<file path="src/rtl/core/ptrf_pkg.sv">
package ptrf_pkg;

    localparam int ADDR_W     = 48;
    localparam int ID_W       = 16;
    localparam int MAP_W      = 64;
    localparam int SLOT_IDX_W = 6;   // enough for the largest supported table
    localparam int SLOT_OUT_W = 4;

    typedef enum logic [1:0] {
        FN_UNICAST = 2'd0,
        FN_BCAST   = 2'd1,
        FN_JOIN    = 2'd2,
        FN_REMOVE  = 2'd3
    } t_func;

    typedef enum logic [2:0] {
        ST_IDLE,
        ST_SCAN,
        ST_DECIDE,
        ST_FETCH,
        ST_EXEC,
        ST_DONE
    } t_state;

    // Per-peer replay state kept in the slot memory.
    typedef struct packed {
        logic [ID_W-1:0]  last_uid;
        logic [ID_W-1:0]  bcast_base;
        logic [MAP_W-1:0] bcast_map;
        logic [ID_W-1:0]  join_base;
        logic [MAP_W-1:0] join_map;
    } t_peer_rec;

    // Result of one address scan over the table.
    typedef struct packed {
        logic                  done;
        logic                  hit;
        logic [SLOT_IDX_W-1:0] hit_idx;
        logic                  free;
        logic [SLOT_IDX_W-1:0] free_idx;
    } t_lkp_res;

    // Table update issued once the scan has finished.
    typedef struct packed {
        logic                  set;
        logic                  clr;
        logic [SLOT_IDX_W-1:0] idx;
    } t_tbl_cmd;

endpackage

</file>
<file path="src/rtl/core/peer_table_replay_filter_core.sv">
// Receive-side duplicate and replay filter over a table of peers.
// Input channel: i_valid / o_stall with i_func, i_peer_address and i_packet_id.
// A request is taken at a rising edge with i_valid high and o_stall low.
// Output channel: o_valid / i_stall with o_accept, o_peer_slot, o_peer_known,
// o_slot_allocated and o_table_full, one result per request, in order.
// The accept_join register is written through i_cfg_we / i_cfg_wdata; the user
// must write it only while idle, which the block itself does not enforce.
// Each request first walks the address table with a single 48-bit comparator,
// one slot per cycle, which sets the cost of a request. After that, ST_DECIDE
// picks or allocates a slot, ST_FETCH reads the slot's replay state, and ST_EXEC
// runs the sliding window check and writes the state back; ST_DONE then loads
// the output register. A new request is taken only once the last one has left
// ST_DONE, so one request is in flight at a time.
// When the receiver stalls, the finished result waits in the output register
// and a newer request holds in its final step until that register frees.
// Reset clears every slot's valid bit and the accept_join register; no
// clearing pass is needed because a slot's state is rewritten on allocation.
module peer_table_replay_filter_core #(
    parameter int PEER_SLOTS   = 16,
    parameter int BCAST_WINDOW = 32,
    parameter int JOIN_WINDOW  = 32
) (
    input  logic                             i_clk,
    input  logic                             i_rst_n,
    input  logic                             i_valid,
    output logic                             o_stall,
    input  logic [1:0]                       i_func,
    input  logic [ptrf_pkg::ADDR_W-1:0]      i_peer_address,
    input  logic [ptrf_pkg::ID_W-1:0]        i_packet_id,
    output logic                             o_valid,
    input  logic                             i_stall,
    output logic                             o_accept,
    output logic [ptrf_pkg::SLOT_OUT_W-1:0]  o_peer_slot,
    output logic                             o_peer_known,
    output logic                             o_slot_allocated,
    output logic                             o_table_full,
    input  logic                             i_cfg_we,
    input  logic                             i_cfg_wdata
);

    localparam int IDX_W = (PEER_SLOTS > 1) ? $clog2(PEER_SLOTS) : 1;

    // Control state.
    ptrf_pkg::t_state r_state, n_state;
    logic             r_out_valid;
    logic             r_accept_join;

    // Request and working registers.
    ptrf_pkg::t_func             r_func, n_func;
    logic [ptrf_pkg::ADDR_W-1:0] r_addr, n_addr;
    logic [ptrf_pkg::ID_W-1:0]   r_id, n_id;
    logic [IDX_W-1:0]            r_slot_idx, n_slot_idx;
    logic                        r_has_slot, n_has_slot;
    logic                        r_known, n_known;
    logic                        r_alloc, n_alloc;
    logic                        r_full, n_full;
    ptrf_pkg::t_peer_rec         r_rec, n_rec;
    logic [ptrf_pkg::ID_W-1:0]   r_dist, n_dist;
    logic                        r_acc, n_acc;

    // Output payload registers.
    logic                            r_out_accept;
    logic [ptrf_pkg::SLOT_OUT_W-1:0] r_out_slot;
    logic                            r_out_known;
    logic                            r_out_alloc;
    logic                            r_out_full;

    // Slot state memory.
    ptrf_pkg::t_peer_rec r_peer_mem [PEER_SLOTS];
    ptrf_pkg::t_peer_rec r_mem_q;
    logic [IDX_W-1:0]    w_rd_idx;
    logic                w_mem_we;

    ptrf_pkg::t_lkp_res w_lkp;
    ptrf_pkg::t_tbl_cmd w_cmd;
    logic               w_lkp_start;
    logic               w_load_out;

    logic [ptrf_pkg::MAP_W-1:0] w_win_map_in;
    logic [ptrf_pkg::ID_W-1:0]  w_win_size;
    logic                       w_win_acc;
    logic                       w_win_rebase;
    logic [ptrf_pkg::MAP_W-1:0] w_win_map;
    ptrf_pkg::t_peer_rec        w_new_rec;
    logic                       w_new_acc;
    logic [IDX_W+3:0]           w_slot_ext;

    ptrf_lookup #(
        .PEER_SLOTS (PEER_SLOTS)
    ) u_lookup (
        .i_clk   (i_clk),
        .i_rst_n (i_rst_n),
        .i_start (w_lkp_start),
        .i_addr  (r_addr),
        .i_cmd   (w_cmd),
        .o_res   (w_lkp)
    );

    // The broadcast and join windows share one checker; the request kind picks the fields.
    assign w_win_map_in = (r_func == ptrf_pkg::FN_JOIN) ? r_rec.join_map : r_rec.bcast_map;
    assign w_win_size   = (r_func == ptrf_pkg::FN_JOIN) ? ptrf_pkg::ID_W'(JOIN_WINDOW)
                                                        : ptrf_pkg::ID_W'(BCAST_WINDOW);

    ptrf_window u_window (
        .i_dist   (r_dist),
        .i_map    (w_win_map_in),
        .i_size   (w_win_size),
        .o_accept (w_win_acc),
        .o_rebase (w_win_rebase),
        .o_map    (w_win_map)
    );

    // Next state.
    always_comb begin
        n_state = r_state;
        case (r_state)
            ptrf_pkg::ST_IDLE: begin
                if (i_valid) begin
                    n_state = ptrf_pkg::ST_SCAN;
                end
            end
            ptrf_pkg::ST_SCAN: begin
                if (w_lkp.done) begin
                    n_state = ptrf_pkg::ST_DECIDE;
                end
            end
            ptrf_pkg::ST_DECIDE: n_state = ptrf_pkg::ST_FETCH;
            ptrf_pkg::ST_FETCH:  n_state = ptrf_pkg::ST_EXEC;
            ptrf_pkg::ST_EXEC:   n_state = ptrf_pkg::ST_DONE;
            ptrf_pkg::ST_DONE: begin
                if (!r_out_valid || !i_stall) begin
                    n_state = ptrf_pkg::ST_IDLE;
                end
            end
            default: n_state = ptrf_pkg::ST_IDLE;
        endcase
    end

    // Accept decision and updated slot state for the request in hand.
    always_comb begin
        w_new_rec = r_rec;
        w_new_acc = 1'b1;
        case (r_func)
            ptrf_pkg::FN_UNICAST: begin
                if (r_has_slot) begin
                    w_new_acc = (r_rec.last_uid != r_id);
                    w_new_rec.last_uid = r_id;
                end
            end
            ptrf_pkg::FN_BCAST: begin
                if (r_has_slot) begin
                    w_new_acc = w_win_acc;
                    w_new_rec.bcast_map = w_win_map;
                    if (w_win_rebase) begin
                        w_new_rec.bcast_base = r_id;
                    end
                end
            end
            ptrf_pkg::FN_JOIN: begin
                // Without a slot or with joins disabled the request is dropped,
                // but a freshly allocated slot still gets its cleared state.
                if (r_has_slot && r_accept_join) begin
                    w_new_acc = w_win_acc;
                    w_new_rec.join_map = w_win_map;
                    if (w_win_rebase) begin
                        w_new_rec.join_base = r_id;
                    end
                end else begin
                    w_new_acc = 1'b0;
                end
            end
            ptrf_pkg::FN_REMOVE: w_new_acc = 1'b1;
            default:             w_new_acc = 1'b1;
        endcase
    end

    // Sequencer outputs and datapath steps.
    always_comb begin
        n_func      = r_func;
        n_addr      = r_addr;
        n_id        = r_id;
        n_slot_idx  = r_slot_idx;
        n_has_slot  = r_has_slot;
        n_known     = r_known;
        n_alloc     = r_alloc;
        n_full      = r_full;
        n_rec       = r_rec;
        n_dist      = r_dist;
        n_acc       = r_acc;
        w_lkp_start = 1'b0;
        w_cmd       = '0;
        w_rd_idx    = r_slot_idx;
        w_mem_we    = 1'b0;
        w_load_out  = 1'b0;
        o_stall     = 1'b1;
        case (r_state)
            ptrf_pkg::ST_IDLE: begin
                o_stall = 1'b0;
                if (i_valid) begin
                    w_lkp_start = 1'b1;
                    n_func      = ptrf_pkg::t_func'(i_func);
                    n_addr      = i_peer_address;
                    n_id        = i_packet_id;
                end
            end
            ptrf_pkg::ST_SCAN: begin
                w_lkp_start = 1'b0;
            end
            ptrf_pkg::ST_DECIDE: begin
                n_known    = 1'b0;
                n_alloc    = 1'b0;
                n_full     = 1'b0;
                n_has_slot = 1'b0;
                n_slot_idx = '0;
                if (r_func == ptrf_pkg::FN_REMOVE) begin
                    if (w_lkp.hit) begin
                        n_known    = 1'b1;
                        n_has_slot = 1'b1;
                        n_slot_idx = w_lkp.hit_idx[IDX_W-1:0];
                        w_cmd.clr  = 1'b1;
                        w_cmd.idx  = w_lkp.hit_idx;
                    end
                end else if (w_lkp.hit) begin
                    n_known    = 1'b1;
                    n_has_slot = 1'b1;
                    n_slot_idx = w_lkp.hit_idx[IDX_W-1:0];
                end else if (w_lkp.free) begin
                    n_alloc    = 1'b1;
                    n_has_slot = 1'b1;
                    n_slot_idx = w_lkp.free_idx[IDX_W-1:0];
                    w_cmd.set  = 1'b1;
                    w_cmd.idx  = w_lkp.free_idx;
                end else begin
                    n_full = 1'b1;
                end
                w_rd_idx = n_slot_idx;
            end
            ptrf_pkg::ST_FETCH: begin
                // A newly allocated slot starts from all-zero state.
                n_rec  = r_alloc ? '0 : r_mem_q;
                n_dist = r_id - ((r_func == ptrf_pkg::FN_JOIN) ? n_rec.join_base
                                                               : n_rec.bcast_base);
            end
            ptrf_pkg::ST_EXEC: begin
                n_acc    = w_new_acc;
                w_mem_we = r_has_slot && (r_func != ptrf_pkg::FN_REMOVE);
            end
            ptrf_pkg::ST_DONE: begin
                w_load_out = !r_out_valid || !i_stall;
            end
            default: begin
                w_load_out = 1'b0;
            end
        endcase
    end

    always_ff @(posedge i_clk) begin
        if (w_mem_we) begin
            r_peer_mem[r_slot_idx] <= w_new_rec;
        end
        r_mem_q <= r_peer_mem[w_rd_idx];
    end

    always_ff @(posedge i_clk) begin
        if (!i_rst_n) begin
            r_state       <= ptrf_pkg::ST_IDLE;
            r_out_valid   <= 1'b0;
            r_accept_join <= 1'b0;
        end else begin
            r_state <= n_state;
            if (i_cfg_we) begin
                r_accept_join <= i_cfg_wdata;
            end
            if (w_load_out) begin
                r_out_valid <= 1'b1;
            end else if (!i_stall) begin
                r_out_valid <= 1'b0;
            end
        end
    end

    always_ff @(posedge i_clk) begin
        r_func     <= n_func;
        r_addr     <= n_addr;
        r_id       <= n_id;
        r_slot_idx <= n_slot_idx;
        r_has_slot <= n_has_slot;
        r_known    <= n_known;
        r_alloc    <= n_alloc;
        r_full     <= n_full;
        r_rec      <= n_rec;
        r_dist     <= n_dist;
        r_acc      <= n_acc;
    end

    // The reported slot is the low four bits of the table index, or zero without a slot.
    assign w_slot_ext = {4'b0000, r_slot_idx};

    always_ff @(posedge i_clk) begin
        if (w_load_out) begin
            r_out_accept <= r_acc;
            r_out_slot   <= r_has_slot ? w_slot_ext[3:0] : '0;
            r_out_known  <= r_known;
            r_out_alloc  <= r_alloc;
            r_out_full   <= r_full;
        end
    end

    assign o_valid          = r_out_valid;
    assign o_accept         = r_out_accept;
    assign o_peer_slot      = r_out_slot;
    assign o_peer_known     = r_out_known;
    assign o_slot_allocated = r_out_alloc;
    assign o_table_full     = r_out_full;

endmodule

</file>
<file path="src/rtl/core/ptrf_lookup.sv">
module ptrf_lookup #(
    parameter int PEER_SLOTS = 16
) (
    input  logic                         i_clk,
    input  logic                         i_rst_n,
    input  logic                         i_start,
    input  logic [ptrf_pkg::ADDR_W-1:0]  i_addr,
    input  ptrf_pkg::t_tbl_cmd           i_cmd,
    output ptrf_pkg::t_lkp_res           o_res
);

    localparam int IDX_W = (PEER_SLOTS > 1) ? $clog2(PEER_SLOTS) : 1;
    localparam logic [IDX_W-1:0] LAST_IDX = IDX_W'(PEER_SLOTS - 1);

    logic [ptrf_pkg::ADDR_W-1:0] r_addr_mem [PEER_SLOTS];
    logic [ptrf_pkg::ADDR_W-1:0] r_rd_q;
    logic [PEER_SLOTS-1:0]       r_valid;
    logic                        r_issue;
    logic [IDX_W-1:0]            r_rd_idx;
    logic                        r_cmp_vld;
    logic [IDX_W-1:0]            r_cmp_idx;
    logic                        r_done;
    logic                        r_hit;
    logic [IDX_W-1:0]            r_hit_idx;
    logic                        r_free;
    logic [IDX_W-1:0]            r_free_idx;
    logic [IDX_W-1:0]            w_cmd_idx;
    logic                        w_cmp_valid;

    assign w_cmd_idx   = i_cmd.idx[IDX_W-1:0];
    assign w_cmp_valid = r_valid[r_cmp_idx];

    // Address store: one write from the table update, one registered read per cycle.
    always_ff @(posedge i_clk) begin
        if (i_cmd.set) begin
            r_addr_mem[w_cmd_idx] <= i_addr;
        end
        r_rd_q <= r_addr_mem[r_rd_idx];
    end

    always_ff @(posedge i_clk) begin
        if (!i_rst_n) begin
            r_valid   <= '0;
            r_issue   <= 1'b0;
            r_rd_idx  <= '0;
            r_cmp_vld <= 1'b0;
            r_cmp_idx <= '0;
            r_done    <= 1'b0;
            r_hit     <= 1'b0;
            r_free    <= 1'b0;
        end else begin
            if (i_cmd.set) begin
                r_valid[w_cmd_idx] <= 1'b1;
            end else if (i_cmd.clr) begin
                r_valid[w_cmd_idx] <= 1'b0;
            end

            r_cmp_vld <= r_issue;
            r_cmp_idx <= r_rd_idx;
            r_done    <= r_cmp_vld && (r_cmp_idx == LAST_IDX);

            if (i_start) begin
                r_issue  <= 1'b1;
                r_rd_idx <= '0;
                r_hit    <= 1'b0;
                r_free   <= 1'b0;
            end else if (r_issue) begin
                if (r_rd_idx == LAST_IDX) begin
                    r_issue <= 1'b0;
                end else begin
                    r_rd_idx <= r_rd_idx + 1'b1;
                end
            end

            // The first matching slot and the lowest free slot win.
            if (r_cmp_vld) begin
                if (w_cmp_valid && (r_rd_q == i_addr) && !r_hit) begin
                    r_hit <= 1'b1;
                end
                if (!w_cmp_valid && !r_free) begin
                    r_free <= 1'b1;
                end
            end
        end
    end

    always_ff @(posedge i_clk) begin
        if (r_cmp_vld && w_cmp_valid && (r_rd_q == i_addr) && !r_hit) begin
            r_hit_idx <= r_cmp_idx;
        end
        if (r_cmp_vld && !w_cmp_valid && !r_free) begin
            r_free_idx <= r_cmp_idx;
        end
    end

    always_comb begin
        o_res.done     = r_done;
        o_res.hit      = r_hit;
        o_res.hit_idx  = ptrf_pkg::SLOT_IDX_W'(r_hit_idx);
        o_res.free     = r_free;
        o_res.free_idx = ptrf_pkg::SLOT_IDX_W'(r_free_idx);
    end

endmodule

</file>
<file path="src/rtl/core/ptrf_window.sv">
module ptrf_window (
    input  logic [ptrf_pkg::ID_W-1:0]  i_dist,
    input  logic [ptrf_pkg::MAP_W-1:0] i_map,
    input  logic [ptrf_pkg::ID_W-1:0]  i_size,
    output logic                       o_accept,
    output logic                       o_rebase,
    output logic [ptrf_pkg::MAP_W-1:0] o_map
);

    logic                       w_zero;
    logic                       w_inwin;
    logic [ptrf_pkg::ID_W-1:0]  w_dm1;
    logic [ptrf_pkg::MAP_W-1:0] w_bit;
    logic                       w_dup;
    logic                       w_far;

    always_comb begin
        w_zero  = (i_dist == '0);
        w_inwin = (i_dist <= i_size);
        w_dm1   = i_dist - 1'b1;
        w_bit   = ptrf_pkg::MAP_W'(1) << w_dm1[5:0];
        w_dup   = |(i_map & w_bit);
        w_far   = |w_dm1[ptrf_pkg::ID_W-1:6];

        o_accept = !w_zero && (!w_inwin || !w_dup);
        o_rebase = !w_zero && !w_inwin;

        if (w_zero) begin
            o_map = i_map;
        end else if (w_inwin) begin
            o_map = i_map | w_bit;
        end else if (w_far) begin
            // A jump of 65 or more ids forgets the whole history.
            o_map = ptrf_pkg::MAP_W'(1);
        end else begin
            o_map = (i_map << w_dm1[5:0]) | ptrf_pkg::MAP_W'(1);
        end
    end

endmodule

</file>
<file path="config.mk">
export PLATFORM = sky130hd
export DESIGN_NAME = peer_table_replay_filter_core
export DESIGN_NICKNAME = d
export VERILOG_FILES = /design/src/rtl/core/ptrf_pkg.sv /design/src/rtl/core/peer_table_replay_filter_core.sv /design/src/rtl/core/ptrf_lookup.sv /design/src/rtl/core/ptrf_window.sv
export SDC_FILE = /design/constraint.sdc
export NUM_CORES = 2
export LEC_CHECK = 0
export ABC_AREA = 1
export BUFFER_PORTS_ARGS = -buffer_cell sky130_fd_sc_hd__buf_2
export CORE_AREA = 3 3 841 843
export DETAILED_ROUTE_END_ITERATION = 10
export DIE_AREA = 0 0 844 846
export GPL_TIMING_DRIVEN = 0
export REMOVE_ABC_BUFFERS = 1
export SKIP_CTS_REPAIR_TIMING = 1
export SYNTH_ARGS = -nofsm -noshare
export SYNTH_HDL_FRONTEND = slang
export SYNTH_SLANG_ARGS = --single-unit
</file>
<file path="constraint.sdc">
create_clock -name i_clk -period 17.8 [get_ports i_clk]
set_input_delay 0 -clock i_clk [delete_from_list [all_inputs] [get_ports i_clk]]
set_output_delay 0 -clock i_clk [all_outputs]
set_load 0.02 [all_outputs]
</file>
# --- After elaboration in Yosys (flattened, before gate mapping) ---
# Memory sizes are Yosys's and may differ from the RTL's. A register that Yosys moved wholly into a read port is not among the register bits.
# Cells that the tools add are included.
totals:
  output_inout_bits: 10
  ff_bits: 317
  elab_cells: 169
  input_bits: 72
  mem_bits_rw: 3584
  mem_count: 2
classes:
  n_eq_ne: 17
  shift: 2
  n_reduce_logical: 35
  mux: 66
  n_bitwise: 7
  n_addsub: 3
  magnitude_cmp: 4
memory_table:
  columns: ["name", "depth", "width", "rd", "rd_ports_with_merged_regs", "wr", "line", "rtl"]
  rows:
  - ["r_peer_mem", 16, 176, 1, 1, 1, "peer_table_replay_filter_core.sv:69", "ptrf_pkg::t_peer_rec r_peer_mem [PEER_SLOTS];"]
  - ["u_lookup.r_addr_mem", 16, 48, 1, 1, 1, "ptrf_lookup.sv:15", "logic [ptrf_pkg::ADDR_W-1:0] r_addr_mem [PEER_SLOTS];"]
ops:
  columns: ["op", "count"]
  rows:
  - ["2-to-1 mux 80 bit", 4]
  - ["2-to-1 mux 64 bit", 4]
  - ["2-to-1 mux 160 bit", 1]
  - ["2-to-1 mux 16 bit", 7]
  - ["AND 64 bit", 1]
  - ["bitwise OR 64 bit", 1]
  - ["OR reduction 64 bit", 1]
  - ["left shift 1 x 6 -> 64 bit, first input constant", 1]
  - ["left shift 64 x 6 -> 64 bit", 1]
  - ["== test 48 bit", 1]
  - ["2-to-1 mux 1 bit", 33]
  - ["2-to-1 mux 4 bit", 7]
  - ["one-hot mux 3 bit (6 select lines)", 1]
  - ["AND 16 bit", 1]
  - ["<= comparator 16 x 6 -> 1 bit, second input constant", 1]
  - ["zero test 16 bit", 1]
  - ["inequality test 16 bit", 1]
  - ["inverter 16 bit", 1]
  - ["bitwise OR 16 bit", 1]
  - ["subtractor 16 x 1 -> 16 bit, second input constant", 1]
  - ["subtractor 16 bit", 1]
  - ["logical AND 1 bit", 14]
  - ["< comparator 4 x 5 -> 1 bit, second input constant", 2]
  - ["OR reduction 10 bit", 1]
  - ["other kinds (26)", 46]

# --- Longest topological paths before layout ---
logic_depth:
  word_depth: 12
  mapped_depth: 22
  depth_no_buf: 18

# --- By module ---
# A second synthesis with hierarchy kept.
hier_totals:
  cells_unflattened: 17026
  area_unflattened_um2: 181680.5
modules_own_cells:
  columns: ["mod", "cells_per_inst", "area_per_inst_um2", "seq_area_each_um2", "instances"]
  rows:
  - ["peer_table_replay_filter_core", 12819, 140953.9, 96402.5, 1]
  - ["ptrf_lookup", 2678, 33497.1, 24843.8, 1]
  - ["ptrf_window", 1529, 7229.4, 0.0, 1]

# --- Worst setup path after synthesis ---
# OpenSTA, ideal clock, no wires.
synth_timing:
  path_kind: "register to register"
  startpoint: "register r_state[0]"
  endpoint: "register r_dist[0] in the netlist's numbering (enable)"
  synth_period_minus_slack_ns: 9.235
  setup_ns: 0.749
  t_required_ns: 17.051
  n_path_buf: 0
  t_arrival_ns: 8.487
  stages_incl_launch_ff: 3
  setup_slack_ns: 8.565
  cell_sequence: "dfxtp_1 > inv_1 > nor2_1"
synth_between:
  elab_chain_len: 1
synth_lines:
  columns: ["element", "line", "rtl"]
  rows:
  - ["start, declared", "peer_table_replay_filter_core.sv:44", "ptrf_pkg::t_state r_state, n_state;"]
  - ["start signal, assigned", "peer_table_replay_filter_core.sv:266", "r_state <= ptrf_pkg::ST_IDLE;"]
  - ["start signal, assigned", "peer_table_replay_filter_core.sv:270", "r_state <= n_state;"]
  - ["== test 3 x 2 -> 1 bit", "peer_table_replay_filter_core.sv:196", "case (r_state)"]
  - ["end signal, assigned", "peer_table_replay_filter_core.sv:292", "r_dist <= n_dist;"]
  - ["end, declared", "peer_table_replay_filter_core.sv:58", "logic [ptrf_pkg::ID_W-1:0] r_dist, n_dist;"]
# Every way passes these cells.
# A chain may end at the register's enable or synchronous reset.

# --- Worst setup path after layout ---
layout_timing:
  startpoint: "register r_func[1]"
  endpoint: "register, netlist name r_mem_q[12]"
layout_between:
  elab_chain_len: 3
layout_lines:
  columns: ["element", "line", "rtl"]
  rows:
  - ["start, declared", "peer_table_replay_filter_core.sv:49", "ptrf_pkg::t_func r_func, n_func;"]
  - ["start signal, assigned", "peer_table_replay_filter_core.sv:283", "r_func <= n_func;"]
  - ["== test 2 bit", "peer_table_replay_filter_core.sv:215", "if (r_func == ptrf_pkg::FN_REMOVE) begin"]
  - ["2-to-1 mux 4 bit", "peer_table_replay_filter_core.sv:215", null]
  - ["2-to-1 mux 4 bit", null, null]
# Every way passes these cells.

==> impl_metrics.json <==
{
  "grt_use_total_pct": 12.3,
  "syn_to_final_growth_pct": 17.6,
  "clkSinkCount": 4125,
  "fin_nets": 13296,
  "crit_slowest_cell": "edfxtp_1",
  "synth_top_family_by_area": "compound AO/OA/AOI/OAI gates",
  "placed_cell_area_um2": 184000,
  "pre_cts_slack_ns": 11.01,
  "drc_errors": 0,
  "grt_max_degree": 177,
  "synth.avg_cell_area_um2": 12.7,
  "leakage_nw": 63.5,
  "drtPass1Iterations": 6,
  "status": "finished clean",
  "fin_ws_ns": 10.64,
  "tritoncts": "done",
  "irDropWorstVdd_v": 0.000122,
  "setup_tns_ns": 0,
  "drive_gt1_share_pct": 12.5,
  "synthCells": 13204,
  "hpwlAfterDp_um": 270000,
  "yosysWarnings": 0,
  "wl_per_cell_um": 20.4,
  "synth_edf_count": 3863,
  "synth.largest_area_cell": "edfxtp_1",
  "routed_wl_um": 465000,
  "portBuffers": 81,
  "core_area_um2": 699000,
  "start_kind": "flip-flop",
  "grt_pass1_wl_um": 681000,
  "antenna_found_initial": 8,
  "yosysSeqAreaShare_pct": 72.3,
  "slew_viol_final": 0,
  "drtIter0Drc": 14084,
  "synthAdderAreaFrac_pct": 0.169,
  "rsz0062_at_grt": "no",
  "critPathBufInv": 10,
  "synthXorXnorAreaFrac_pct": 0.240,
  "start_util_pct": 24.0,
  "criticalPathCategory": "reg -> reg",
  "clock_latency_ns": 0.95,
  "ys.flop_type": "edfxtp_1",
  "hp-class": "in -> reg",
  "synth_common_cells": "3863 x edfxtp_1, 1657 x o21ai_0, 1539 x nor2_1",
  "cts_inserted_buffers": 367,
  "die-height_um": 846,
  "post-route-period-util_pct": 40.2,
  "setup_viol": 0,
  "max_clock_freq_mhz": 140,
  "num_vias": 108889,
  "ios": 82,
  "p_sw_share_pct": 30.9,
  "dieArea_um2": 714000,
  "syn_area_um2": 168000,
  "min_period_ns": 7.16,
  "final_core_util_pct": 28.2,
  "p_sw_mw": 7.85,
  "maxCapViolations": 0,
  "cts_root_buffer": "clkbuf_16",
  "synth-compound-area-share_pct": 12.0,
  "critPathMaxStageDelay_ns": 0.88,
  "overflow": 0,
  "clkSlewWorstSetupHoldPaths_ns": 0.07,
  "ys_ff_latch": 4125,
  "path_cells": "nand2_1 -> nand2_1 -> inv_2 -> nand2_1 -> nand3_2 -> nand2_8 -> buf_16 -> buf_16 -> buf_16 -> buf_16 -> inv_8 -> buf_16 -> buf_16 -> buf_16 -> buf_16 -> o21ai_0 -> o22ai_1 -> o211ai_1 -> nand2_1",
  "cp_top_family": "buffers and inverters",
  "finalHoldViolCount": 0,
  "via_per_inst": 4.78,
  "clock_path_buffers": 4,
  "ys_top_cells_by_area": "edfxtp_1 69%, o21ai_0 4.9%, nor2_1 3.4%",
  "p_per_area_nw_per_um2": 129,
  "arrival_ns": 7.91,
  "post-synth-top-count-cell": "edfxtp_1",
  "gp_congestion": 0.882,
  "ant_nets": 0,
  "end_kind": "flip-flop",
  "grt_pass1_vias": 101248,
  "ys_types": 54,
  "path_common_cell": "buf_16",
  "design_area_um2": 197000,
  "h-tree-depth": 5,
  "worstMarginPinSlew_ns": 1.45,
  "synthMuxAreaShare_pct": 0.704,
  "p_clk_share_pct": 31.9,
  "combinationalPowerShare_pct": 24.3,
  "yosys.area.top_type_share_pct": 69.2,
  "rows": 307,
  "pwr-share-seq_pct": 43.8,
  "internal-power_mw": 17.6,
  "slew_headroom_pct": 2.17,
  "required_ns": 18.56,
  "critical_path.max_fanout": 161,
  "worst_clock_skew_ns": 0.0977,
  "synthSimpleGateAreaFrac_pct": 11.2,
  "async_reset_ff_share_pct": 0,
  "die_w_um": 844
}
## registers in the layout, summed over array words and instances, names as in the netlist, 16 cells and up, named ones only
name	count
r_peer_mem	2816
u_lookup.r_addr_mem	768
r_mem_q	176
r_rec	176
r_addr	48
u_lookup.r_rd_q	48
r_dist	16
r_id	16
## final cells by class
type,count,area (µm²)
Tap cell,9270,11600
Fill cell,70053,502000
Clock buffer,488,10200
Timing Repair Buffer,565,9410
Clock inverter,192,1940
Sequential cell,4125,121000
Inverter,440,1710
Multi-Input combinational cell,7703,41200
Antenna cell,3,7.51
## cells in the final DEF, fill, tap and decap left out, types with 38 or more instances in the layout
master / instances
edfxtp_1: 3863
o21ai_0: 1610
nor2_1: 1504
nand2_1: 1125
nand3_1: 640
or2_2: 608
o221ai_1: 430
inv_1: 416
clkbuf_16: 375
o211ai_1: 374
o22ai_1: 360
dfxtp_1: 259
o21ai_1: 225
buf_12: 194
a21oi_1: 176
dlygate4sd3_1: 140
buf_16: 122
or2_1: 121
mux2i_1: 117
o32ai_1: 115
nand4_1: 83
buf_2: 82
clkbuf_1: 75
clkinv_2: 68
clkinv_1: 49
nor2_4: 38
## routing by layer
layer	wire (µm)	track usage [%]	vias up
met5	0	0.329	-
met4	10400	2.79	0
met3	41500	2.25	665
met2	205000	18.7	4643
met1	209000	18.2	54668
li1	-	-	48913
## per-stage QoR
stage	hold WS [ns]	power, mW	instances
floorplan	0.0935	16.1	12268
global placement	0.180	18.5	21619
detailed placement	0.178	17.4	21961
CTS	-0.833	25.5	22641
global route	0.00695	26.7	22785
finish	0.0352	25.4	22786
## power groups by stage
stage,Sequential (mW),Combinational [mW],Clock (mW)
floorplan,11.3,4.79,0
global placement,11.4,7.08,0
detailed placement,11.3,6.12,0
CTS,11.1,6.14,8.24
global route,11.1,6.89,8.63
finish,11.1,6.18,8.11
## worst paths after layout
| check | start | to | slack (ns) | cells past startpoint |
|---|---|---|---|---|
| setup / recovery | r_func[1]$_DFFE_PP_ | r_mem_q[12]$_DFF_P_ | 10.64 | 19 |
| hold / removal | i_rst_n | u_lookup.r_cmp_idx[3]$_SDFF_PN0_ | 0.04 | 4 |
| setup reg to reg | r_func[1]$_DFFE_PP_ | r_mem_q[12]$_DFF_P_ | 10.64 | 19 |
| hold reg to reg | r_known$_DFFE_PP_ | o_peer_known$_DFFE_PP_ | 0.42 | 0 |
## kinds of logic (layout without fill, tap and decap cells)
family          after synthesis  in the layout
xor+xnor                     46             46
other cells                   0              3
flops                      4125           4125
simple gates               4191           4191
mux                         118            118
fa+ha+maj                    22             22
buf+inv                    1376           1685
compound gates             3326           3326
## tightest hold or removal path, stage by stage
cell and delay, ns:
dlygate4sd3_1 0.53, buf_2 0.24, nand2_1 0.11, inv_1 0.03
Power figures use the tool's default switching activity.
